<file path="src/pru_pkg.sv">
// Shared types, constants and helper functions of the pixel replicate upscaler.
// Used by every module of the block but pru_ram; depends on nothing else.
package pru_pkg;

  localparam int MAX_WIDTH = 4096;
  localparam int ADDR_W    = (MAX_WIDTH > 1) ? $clog2(MAX_WIDTH) : 1;
  localparam int IDX_W     = $clog2(MAX_WIDTH + 1);
  localparam int PIX_W     = 24;
  localparam int SCALE_W   = 7;
  localparam int SRCW_W    = 13;
  localparam int ROWS_W    = 16;
  localparam int MAX_SCALE = 100;
  localparam int CFG_AW    = 4;
  localparam int CFG_DW    = 32;

  typedef enum logic [1:0] {
    KIND_PIXEL     = 2'd0,
    KIND_PAD       = 2'd1,
    KIND_NOT_READY = 2'd2,
    KIND_BUSY      = 2'd3
  } kind_t;

  typedef enum logic [1:0] {
    REG_SCALE = 2'd0,
    REG_WIDTH = 2'd1,
    REG_ROWS  = 2'd2
  } reg_idx_t;

  localparam logic CMD_PUSH = 1'b0;
  localparam logic CMD_PULL = 1'b1;

  typedef struct packed {
    logic [SCALE_W-1:0] scale;
    logic [IDX_W-1:0]   width;
    logic [ROWS_W-1:0]  rows;
    logic [1:0]         pad;
    logic               clear;
  } cfg_t;

  typedef struct packed {
    logic  valid;
    kind_t kind;
    logic  row_end;
    logic  image_end;
  } res_t;

  // Pad bytes to reach a 4-byte boundary of width * scale * 3.
  function automatic logic [1:0] pad_of(input logic [1:0] w, input logic [1:0] s);
    logic [5:0] prod;
    prod = 6'(w) * 6'(s) * 6'd3;
    return 2'(3'd4 - {1'b0, prod[1:0]});
  endfunction

endpackage

</file>
<file path="src/pru_pipe.sv">
// Result pipeline: a stage aligned with the row store read, then the output register.
// Depends on pru_pkg.
module pru_pipe
  import pru_pkg::*;
(
  input  logic             clk,
  input  logic             rst_n,
  input  logic             accept,
  input  res_t             res,
  input  logic [PIX_W-1:0] ram_rdata,
  output logic             in_stall,
  output logic             out_valid,
  input  logic             out_stall,
  output logic [1:0]       out_item_kind,
  output logic [7:0]       out_blue_out,
  output logic [7:0]       out_green_out,
  output logic [7:0]       out_red_out,
  output logic             out_row_end,
  output logic             out_image_end
);

  res_t             s1_r;
  logic             out_v_r;
  kind_t            kind_r;
  logic             row_end_r, img_end_r;
  logic [PIX_W-1:0] pix_r, pix_nxt;
  logic             out_move, s1_free;

  assign out_move = !out_v_r || !out_stall;
  assign s1_free  = !s1_r.valid || out_move;
  assign in_stall = !s1_free;
  assign pix_nxt  = (s1_r.kind == KIND_PIXEL) ? ram_rdata : '0;

  always_ff @(posedge clk) begin
    if (!rst_n) begin
      s1_r.valid <= 1'b0;
      out_v_r    <= 1'b0;
    end else begin
      if (s1_free) begin
        s1_r.valid <= accept && res.valid;
      end
      if (out_move) begin
        out_v_r <= s1_r.valid;
      end
    end
    if (s1_free) begin
      s1_r.kind      <= res.kind;
      s1_r.row_end   <= res.row_end;
      s1_r.image_end <= res.image_end;
    end
    if (out_move) begin
      kind_r    <= s1_r.kind;
      row_end_r <= s1_r.row_end;
      img_end_r <= s1_r.image_end;
      pix_r     <= pix_nxt;
    end
  end

  assign out_valid     = out_v_r;
  assign out_item_kind = kind_r;
  assign out_blue_out  = pix_r[7:0];
  assign out_green_out = pix_r[15:8];
  assign out_red_out   = pix_r[23:16];
  assign out_row_end   = row_end_r;
  assign out_image_end = img_end_r;

endmodule

</file>
<file path="config.mk">
export PLATFORM = sky130hd
export DESIGN_NAME = pru_pipe
export DESIGN_NICKNAME = d
export VERILOG_FILES = /design/src/pru_pkg.sv /design/src/pru_pipe.sv
export SDC_FILE = /design/constraint.sdc
export NUM_CORES = 1
export LEC_CHECK = 0
export ABC_AREA = 1
export BUFFER_PORTS_ARGS = -buffer_cell sky130_fd_sc_hd__buf_2
export CORE_ASPECT_RATIO = 1.1
export CORE_UTILIZATION = 48
export CTS_BUF_LIST = sky130_fd_sc_hd__clkbuf_2
export DETAILED_ROUTE_END_ITERATION = 6
export PLACE_DENSITY_LB_ADDON = 0.3
export SYNTH_ARGS = -nofsm -noshare
export SYNTH_HDL_FRONTEND = slang
export SYNTH_SLANG_ARGS = --single-unit
export TNS_END_PERCENT = 30
</file>
<file path="constraint.sdc">
create_clock -name clk -period 1.6 [get_ports clk]
set_input_delay 0.32 -clock clk [delete_from_list [all_inputs] [get_ports clk]]
set_output_delay 0.32 -clock clk [all_outputs]
set_load 0.02 [all_outputs]
</file>
# ---- Word-level counts from Yosys, hierarchy flattened
# Index checks and enable logic that the tools add are counted.
dict set report classes {
  reduce_logical 8
}
# op n
set ops {}
lappend ops {{$logic_not A1 Y1} 4}
lappend ops {{$logic_not A2 Y1} 1}
lappend ops {{$logic_or A1 B1 Y1} 2}
lappend ops {{$logic_and A1 B1 Y1} 1}
dict set report totals {
  ff_bits 34
  out_inout_bits 30
  word_cells 17
}

# ---- Depth between registers and ports, before layout
# Gate-level depths: netlist of run 1.
dict set report logic_depth {
  depth_word 4
  depth_mapped 4
}

# ---- Worst setup path after synthesis of run 1
# OpenSTA, ideal clock, no wires.
dict set report synth_timing {
  path_kind {register -> register}
  from {reg out_v_r, in the netlist out_valid}
  to {reg img_end_r, in the netlist out_image_end (enable)}
  setup_ns 0.456
  arrival_ns 0.984
  setup_slack_ns 0.160
  path_stages_with_launch 2
  path_buffers 0
  path_cell_list {dfxtp_1 nand2_1}
}
dict set report synth_via {
  elab_chain_len 2
}
# item line
set synth_rtl {}
lappend synth_rtl {{from (decl)} pru_pipe.sv:23} ;# logic out_v_r;
lappend synth_rtl {{from (signal assigned)} pru_pipe.sv:43} ;# out_v_r <= s1_r.valid;
lappend synth_rtl {{$logic_not A1 Y1} pru_pipe.sv:29} ;# assign out_move = !out_v_r || !out_stall;
lappend synth_rtl {{$logic_or A1 B1 Y1} pru_pipe.sv:29}
lappend synth_rtl {{via out_move} pru_pipe.sv:27} ;# logic out_move, s1_free;
lappend synth_rtl {{to (signal assigned)} pru_pipe.sv:54} ;# img_end_r <= s1_r.image_end;
lappend synth_rtl {{to (decl)} pru_pipe.sv:25} ;# logic row_end_r, img_end_r;
# The timed path passes the listed nets, and every way through them passes these cells.
# A chain may end at the register's enable or synchronous reset.

# ---- Worst setup path after layout of run 1
dict set report layout_timing {
  from {reg out_v_r, in the netlist out_valid}
  to {out in_stall}
}
dict set report layout_via {
  elab_chain_len 4
}
# item line
set layout_rtl {}
lappend layout_rtl {{$logic_not A1 Y1} pru_pipe.sv:29}
lappend layout_rtl {{$logic_or A1 B1 Y1} pru_pipe.sv:29}
lappend layout_rtl {{$logic_or A1 B1 Y1} pru_pipe.sv:30} ;# assign s1_free = !s1_r.valid || out_move;
lappend layout_rtl {{via s1_free} pru_pipe.sv:27}
lappend layout_rtl {{$logic_not A1 Y1} pru_pipe.sv:31} ;# assign in_stall = !s1_free;
lappend layout_rtl {{to (decl)} pru_pipe.sv:11} ;# output logic in_stall,
# The timed path passes the listed nets, and every way through them passes these cells.

==> results of run 1 <==
-- state kept, by name (all words and copies together), names as in the netlist --
register / count
out_image_end: 1
out_item_kind: 2
out_row_end: 1
out_valid: 1
pix_r: 24
s1_r: 5
-- worst paths after layout --
kind,depth (start not counted),from,slack (ps),to
worst max-delay path,3,out_valid,120,in_stall
worst min-delay path,1,res[2],110,s1_r[2]
worst max register to register,2,s1_r[3],130,pix_r[17]
worst min register to register,0,s1_r[0],450,out_image_end
-- where the power goes --
part           total (uW)  internal [uW]  switching (uW)
combinational         210           77.9             132
sequential           1040           1020            13.1
clock                 356           93.2             262
-- logic make-up after synthesis --
logic type | synth area share, %
compound gates | 0.7293
simple gates | 15.59
flops | 72.93
buf+inv | 10.76
-- critical path: cells and delay by family (launching register included) --
family                 cells  cell delay (ps)
DFF                        1              410
and+or+nand+nor            1              150
buffers and inverters      2              230
-- per-layer routing --
metal  track usage (%)  share of wire, %  vias to the layer above
met3             11.02                12                        3
met1             17.14                38                      381
met2             25.14                49                       50
met4             5.639               1.4                        0
met5                 0                 0                        -
li1                  -                 -                      423
-- area by class of cell --
class                   count  area, um2  share of cell area (%)
clock inverters             3      11.26                  0.6503
inverters                  27      101.3                   5.853
multi-input cells          30      229.0                   13.22
well taps                  31      38.79                   2.240
clock buffers               5      25.02                   1.445
flip-flops and latches     34       1001                   57.80
repair buffers             64      325.3                   18.79
-- stage by stage --
| stage | setup TNS (ps) | area [um2] | util [%] | hold slack [ps] |
|---|---|---|---|---|
| finish | 0 | 1732 | 66.22 | 113.6 |
| global route | -18.35 | 1732 | 66.22 | 44.50 |
| CTS | 0 | 1727 | 66.03 | 85.81 |
| detailed placement | 0 | 1690 | 64.64 | 408.8 |
| global placement | 0 | 1690 | 64.64 | 401.5 |
| floorplan | 0 | 1373 | - | 400.3 |
-- what timing repair did --
| item | in CTS | in global routing |
|---|---|---|
| buffers inserted | 0 | 0 |
| setup endpoints to repair | 0 | 1 |
| hold buffers | 0 | 0 |
| gates resized for setup | 0 | 1 |
-- cell usage in the layout, fill, tap and decap left out, types with 3 or more instances in the layout --
cell / n
buf_2: 62
edfxtp_1: 32
inv_1: 27
nor2_4: 11
nor2_2: 9
clkbuf_2: 5
nor2_1: 4
clkinv_1: 3
==> run summary, run 1 <==
Fillers: 213
status: finished clean
# H-tree levels: 2
final critical-path share of the clock period: 92.27%
Pins Over Slew Limit: 0
Worst Path Max Fanout: 6
Mapped Area: 0.001373 mm2
final worst slack: 123.6 ps
DR iter-0 viols: 9
latest clock arrival within the worst-skew pair: 360 ps
total grt overflow: 0
drc violations: 0
Mapped Nets: 127
cell count after synthesis: 94
Layout Cells excl Fill: 194
Hold Path Class: primary input to flip-flop
Cell Pwr Density: 924.6 mW/mm2
routed wire length: 2.167 mm
Final #Nets: 195
first-pass GRT wire length: 3.243 mm
max_slew headroom: 39.38%
Setup WS pre-CTS: 120.5 ps
maximum operating frequency: 0.6773 GHz
Critical Path AT: 1160 ps
final hold viol count: 0
Die Height: 58.09 um
initial antenna violation count: 0
Pleak: 0.0008993 uW
share of the yosys chip area belonging to registers: 72.93%
Die ar.: 0.003078 mm2
CP Class: flip-flop to output pin
CTS clk-pin slew, worst paths: 160 ps
I/O pins: 63
All-Layer GR Usage: 16.10%
final setup fails: 0
Buffers on Ports: 62
CP startpoint kind: flip-flop
DR vias: 857
Main synth FF type: edfxtp_1
Avg Vias per Cell: 4.418
Setup crit end kind: output pin
number of global-route vias before repair: 773
Synth cell types: 13
Routed wire per std cell: 11.17 um
CTS Sinks: 34
top cells by area, synth: edfxtp_1 (70%), nor2_4 (9.0%), inv_1 (7.4%)
core area: 0.002615 mm2
Worst Skew: 15.63 ps
slowest cell delay on critical path: 410 ps
dpl hpwl: 1.564 mm
top cells by count, synth: edfxtp_1 (32), inv_1 (27), nor2_4 (11), nor2_2 (9), nor2_1 (4)
CTS max path bufs: 2
Max IR drop VDD: 0.0007440 V
Pre-Repair DR Iteration Count: 4
count leader, synth: edfxtp_1
pin count of the biggest net entering global routing: 25
crit path time final: 1476 ps
slowest stage cell, crit path: dfxtp_1
die span in x: 52.99 um
worst-margin pin slew: 909.3 ps
post-synthesis register bit count: 34
layout cells sized above 1: 55.83%
worst-path cell chain: nand3_2 -> inv_1 -> buf_2
max cap viols: 0
row cnt: 19
number of synthesized flops with an enable pin: 32
CP Data Required Time: 1280 ps
Routed Antenna Nets: 0
cell taking the most area after synthesis: edfxtp_1
Starting Density: 52.49%
Antenna diodes: 0
area grow syn2layout: 26.16%
CTS tree: yes
GPL Wtd Cong: 0.6188
Synth top area share: 70.01%
Ys Warns: 0
Cells after DPL: 186
total CTS buffers: 5
FFs w/ async S/R, synth: 0%
Avg Inst Size Synth: 14.60 um2
Design Power: 1601 uW
Root Driver: clkbuf_2
Note: power is estimated with default switching activity, not from simulation.
==> inputs of run 2 (changes only) <==
--- a/config.mk
+++ b/config.mk
@@ -8,10 +8,11 @@
 export ABC_AREA = 1
 export BUFFER_PORTS_ARGS = -buffer_cell sky130_fd_sc_hd__buf_2
 export CORE_ASPECT_RATIO = 1.1
-export CORE_UTILIZATION = 48
+export CORE_UTILIZATION = 35
 export CTS_BUF_LIST = sky130_fd_sc_hd__clkbuf_2
 export DETAILED_ROUTE_END_ITERATION = 6
 export PLACE_DENSITY_LB_ADDON = 0.3
+export RECOVER_POWER = 100
 export SYNTH_ARGS = -nofsm -noshare
 export SYNTH_HDL_FRONTEND = slang
 export SYNTH_SLANG_ARGS = --single-unit
==> run summary, run 2 (synthesized netlist as in run 1, its figures left out) <==
status: finished clean
layout cells sized above 1: 33.54% (-22 points)
CTS Sinks: 34 (unchanged)
pin count of the biggest net entering global routing: 25 (unchanged)
Worst Path Max Fanout: 6 (unchanged)
row cnt: 23 (+4)
Fillers: 404 (+90%)
max cap viols: 0 (unchanged)
Worst Skew: 18.69 ps (+3.060 ps)
RSZ-0062 raised after global routing: no
Die Height: 67.68 um (+17%)
crit path time final: 1459 ps (-17.69 ps)
Antenna diodes: 0 (unchanged)
slowest stage cell, crit path: dfxtp_2
DR vias: 852 (-0.58%)
Buffers on Ports: 62 (unchanged)
Critical Path AT: 1140 ps (-20 ps)
Cell Pwr Density: 1052 mW/mm2 (+14%)
latest clock arrival within the worst-skew pair: 370 ps (about the same)
CTS max path bufs: 2 (unchanged)
Root Driver: clkbuf_2
max FFs per register: 24 (unchanged)
slowest cell delay on critical path: 390 ps (-20 ps)
max_slew headroom: 61.01% (+22 points)
worst-margin pin slew: 584.8 ps (-324.5 ps)
most common cell after layout, fill and taps aside: buf_2
commonest non-fill, non-tap cells in the layout: buf_2 (33), edfxtp_1 (32), clkbuf_1 (30), inv_1 (27), nor2_1 (16)
drc violations: 0 (unchanged)
Routed wire per std cell: 10.18 um (-8.8%)
worst-path cell chain: nand3_2 -> inv_1 -> clkbuf_2
Top Family by Delay on Critical Path: flip-flops
CP Class: flip-flop to output pin
Die ar.: 0.004177 mm2 (+36%)
# H-tree levels: 2 (unchanged)
cts-stage hold buffer count: 0 (unchanged)
Setup crit end kind: output pin
total grt overflow: 0 (unchanged)
Worst Path Buf+Inv: 2 (unchanged)
CTS clk-pin slew, worst paths: 190 ps (+30 ps)
Routed Antenna Nets: 0 (unchanged)
initial antenna violation count: 0 (unchanged)
Fin Setup TNS: 0 ps (unchanged)
DR iter-0 viols: 13 (+4)
first-pass GRT wire length: 3.325 mm (+2.5%)
Setup WS pre-CTS: 373.1 ps (+252.6 ps)
Core Util, Final: 45.86% (-20 points)
Avg Vias per Cell: 3.981 (-9.9%)
final hold viol count: 0 (unchanged)
routed wire length: 2.179 mm (+0.55%)
Post-Layout Inst Area: 0.001689 mm2 (-2.5%)
CP startpoint kind: flip-flop
Hold Path Class: primary input to flip-flop
Biggest register: pix_r
maximum operating frequency: 0.6855 GHz (+1.2%)
die span in x: 61.71 um (+16%)
total CTS buffers: 5 (unchanged)
Final #Nets: 196 (+0.51%)
Starting Density: 37.26% (-15 points)
Max IR drop VDD: 0.0005409 V (-27%)
CTS tree: yes
final critical-path share of the clock period: 91.17% (-1.1 points)
Pre-Repair DR Iteration Count: 2 (-2)
number of global-route vias before repair: 743 (-3.9%)
All-Layer GR Usage: 11.62% (-4.5 points)
final worst slack: 141.3 ps (+17.69 ps)
Pleak: 0.0007979 uW (-11%)
core area: 0.003684 mm2 (+41%)
area grow syn2layout: 23.06%
final setup fails: 0 (unchanged)
CP Data Required Time: 1280 ps (about the same)
GPL Wtd Cong: 0.6693 (+8.2%)
dpl hpwl: 1.578 mm (+0.93%)
Area after DPL: 0.001722 mm2 (+1.9%)
Pins Over Slew Limit: 0 (unchanged)
I/O pins: 63 (unchanged)
[run 2: report_power, final]
| part | internal, uW | switching (uW) | leakage [uW] |
|---|---|---|---|
| Sequential | 1020 | 14.2 | 0.000385 |
| Clock | 263 | 297 | 0.0000352 |
| Combinational | 59.8 | 120 | 0.000378 |
[run 2: worst paths after layout]
path / start / to / slack, ps / cells after the start
worst min-delay path: res[3] / s1_r[3] / 100 / 1
worst max register to register: s1_r[3] / pix_r[5] / 270 / 3
worst max-delay path: out_valid / in_stall / 140 / 3
worst min register to register: s1_r[1] / out_row_end / 450 / 0
[run 2: timing repair]
item                                    in CTS  in global routing
endpoints found under the setup margin       0                  1
buffers inserted                             0                  0
hold endpoints to repair                     0                  0
gates resized for setup                      0                  3
[run 2: metal layers]
layer | GRT usage, % | vias to the layer above | routed length [um]
li1 | - | 424 | -
met1 | 12.48 | 377 | 881
met2 | 18.68 | 48 | 1064
met3 | 5.939 | 3 | 200
met4 | 5.556 | 0 | 32
met5 | 0 | - | 0
[run 2: per-stage QoR]
| stage | cells | hold WS, ps | power, uW |
|---|---|---|---|
| after floorplan | 94 | 400.3 | 1190 |
| after global placement | 206 | 400.6 | 1264 |
| after detailed placement | 206 | 405.2 | 1268 |
| after CTS | 214 | 70.18 | 1834 |
| after global routing | 214 | 37.46 | 1859 |
| final | 214 | 103.0 | 1776 |
[run 2: area by class of cell]
type	count	area, um2	share of cell area, %
repair buffers	65	287.8	17.04
inverters	27	101.3	6.000
clock inverters	3	45.04	2.667
well taps	50	62.56	3.704
flip-flops and latches	34	1003	59.41
multi-input cells	30	163.9	9.704
clock buffers	5	25.02	1.481
[run 2: worst reg2reg max path: stages (launching register included)]
cell and delay, ps:
edfxtp_1 410, or2_2 290, buf_2 300, nor2_1 170
==> inputs of run 3 (changes only) <==
==> constraint.sdc (replaced) <==
create_clock -name clk -period 1.8 [get_ports clk]
set_input_delay 0.36 -clock clk [delete_from_list [all_inputs] [get_ports clk]]
set_output_delay 0.36 -clock clk [all_outputs]
set_load 0.02 [all_outputs]
==> run summary, run 3 (synthesized netlist as in run 1, its figures left out) <==
status: finished clean
Worst Path Buf+Inv: 2 (unchanged)
# H-tree levels: 2 (unchanged)
worst-path cell chain: nand3_1 -> inv_1 -> clkbuf_2
Buffers on Ports: 62 (unchanged)
Resized Gates After CTS: 0 (unchanged)
initial antenna violation count: 0 (unchanged)
max_slew headroom: 42.02% (-19 points)
CTS clk-pin slew, worst paths: 170 ps (-20 ps)
Die ar.: 0.004177 mm2 (unchanged)
Max IR drop VDD: 0.0004826 V (-11%)
total CTS buffers: 5 (unchanged)
latest clock arrival within the worst-skew pair: 360 ps (about the same)
CTS tree: yes
Post-Layout Inst Area: 0.001725 mm2 (+2.1%)
hold path depth: 1 (unchanged)
routed wire length: 2.139 mm (-1.8%)
number of global-route vias before repair: 784 (+5.5%)
Avg Vias per Cell: 3.986 (+0.11%)
GPL Wtd Cong: 0.7012 (+4.8%)
Starting Density: 37.26% (unchanged)
max cap viols: 0 (unchanged)
die span in x: 61.71 um (unchanged)
commonest non-fill, non-tap cells in the layout: buf_2 (32), edfxtp_1 (32), clkbuf_1 (29), inv_1 (27), nor2_4 (11)
Final #Nets: 194 (-1.0%)
dpl hpwl: 1.550 mm (-1.8%)
Worst Skew: 6.464 ps (-12.23 ps)
Area after DPL: 0.001707 mm2 (-0.87%)
layout cells sized above 1: 37.04% (+3.5 points)
All-Layer GR Usage: 11.08% (-0.54 points)
drc violations: 0 (unchanged)
Antenna diodes: 0 (unchanged)
R2R depth: 2 (-1)
total grt overflow: 0 (unchanged)
DR iter-0 viols: 53 (+40)
Setup crit end kind: output pin
max FFs per register: 24 (unchanged)
pin count of the biggest net entering global routing: 30 (+20%)
I/O pins: 63 (unchanged)
Root Driver: clkbuf_2
area grow syn2layout: 25.71%
Worst path depth: 3 (unchanged)
core area: 0.003684 mm2 (unchanged)
Routed Antenna Nets: 0 (unchanged)
Hold Path Class: primary input to flip-flop
Pleak: 0.0008022 uW (+0.54%)
slowest stage cell, crit path: dfxtp_1
Critical Path AT: 1220 ps (+80 ps)
final hold viol count: 0 (unchanged)
Pins Over Slew Limit: 0 (unchanged)
final setup fails: 0 (unchanged)
crit path time final: 1575 ps
reg-to-reg slack, setup: 390 ps (+120 ps)
Top Family by Delay on Critical Path: flip-flops
Biggest register: pix_r
maximum operating frequency: 0.6348 GHz
CTS Sinks: 34 (unchanged)
cts-stage hold buffer count: 0 (unchanged)
worst-margin pin slew: 869.7 ps (+285.0 ps)
slowest cell delay on critical path: 380 ps (about the same)
CP Class: flip-flop to output pin
CP Data Required Time: 1440 ps (+160 ps)
DR vias: 845 (-0.82%)
final critical-path share of the clock period: 87.52%
Fillers: 387 (-4.2%)
Fin Setup TNS: 0 ps (unchanged)
Worst Path Max Fanout: 6 (unchanged)
CTS max path bufs: 2 (unchanged)
CP startpoint kind: flip-flop
postcts setup bufs: 0 (unchanged)
row cnt: 23 (unchanged)
first-pass GRT wire length: 3.167 mm (-4.8%)
RSZ-0062 raised after global routing: no
Cell Pwr Density: 912.2 mW/mm2 (-13%)
Pre-Repair DR Iteration Count: 4 (+2)
Routed wire per std cell: 10.09 um (-0.91%)
Die Height: 67.68 um (unchanged)
-- run 3: cell count changes in the layout (fill, tap and decap cells not counted), sizes merged --
cell,change
clkinv,+2
clkinvlp,-2
buf,-1
clkbuf,-1
-- run 3: final cells by class --
| cell class | count | area [um2] | share of cell area (%) |
|---|---|---|---|
| Clock buffer | 5 | 25.02 | 1.450 |
| Clock inverter | 3 | 40.04 | 2.321 |
| Inverter | 27 | 101.3 | 5.874 |
| Multi-Input combinational cell | 30 | 216.5 | 12.55 |
| Sequential cell | 34 | 1001 | 58.01 |
| Tap cell | 50 | 62.56 | 3.626 |
| Timing Repair Buffer | 63 | 279.0 | 16.17 |
-- run 3: power breakdown --
group	internal (uW)	total, uW	switching [uW]
clock	231	480	249
sequential	909	921	12.5
combinational	56.7	173	116
total	1200	1570	378
-- run 3: final timing paths --
path         startpoint            end
max           out_valid       in_stall
min              res[3]        s1_r[3]
min reg2reg     s1_r[0]  out_image_end
max reg2reg     s1_r[3]       pix_r[0]
-- run 3: worst register-to-register path, cell delays in order (launching register included) --
cell	delay, ps
edfxtp_1	370
or2_2	690
nor2_1	90
-- run 3: through the flow --
stage / util [%] / cells / total power (uW) / setup WS [ps] / hold slack (ps)
final: 46.84 / 212 / 1574 / 224.7 / 159.3
after global placement: 46.33 / 204 / 1123 / 419.6 / 401.3
after detailed placement: 46.33 / 204 / 1127 / 367.2 / 406.1
after CTS: 48.10 / 212 / 1614 / 194.2 / 127.0
after global routing: 46.84 / 212 / 1649 / 84.45 / 99.97
after floorplan: - / 94 / 1058 / 359.5 / 400.3
-- run 3: metal layers --
metal	global-route usage, %	wire (um)	up-vias
met1	10.21	813	372
met4	5.000	28	0
met3	6.897	238	4
met5	0	0	-
met2	18.95	1058	46
li1	-	-	423
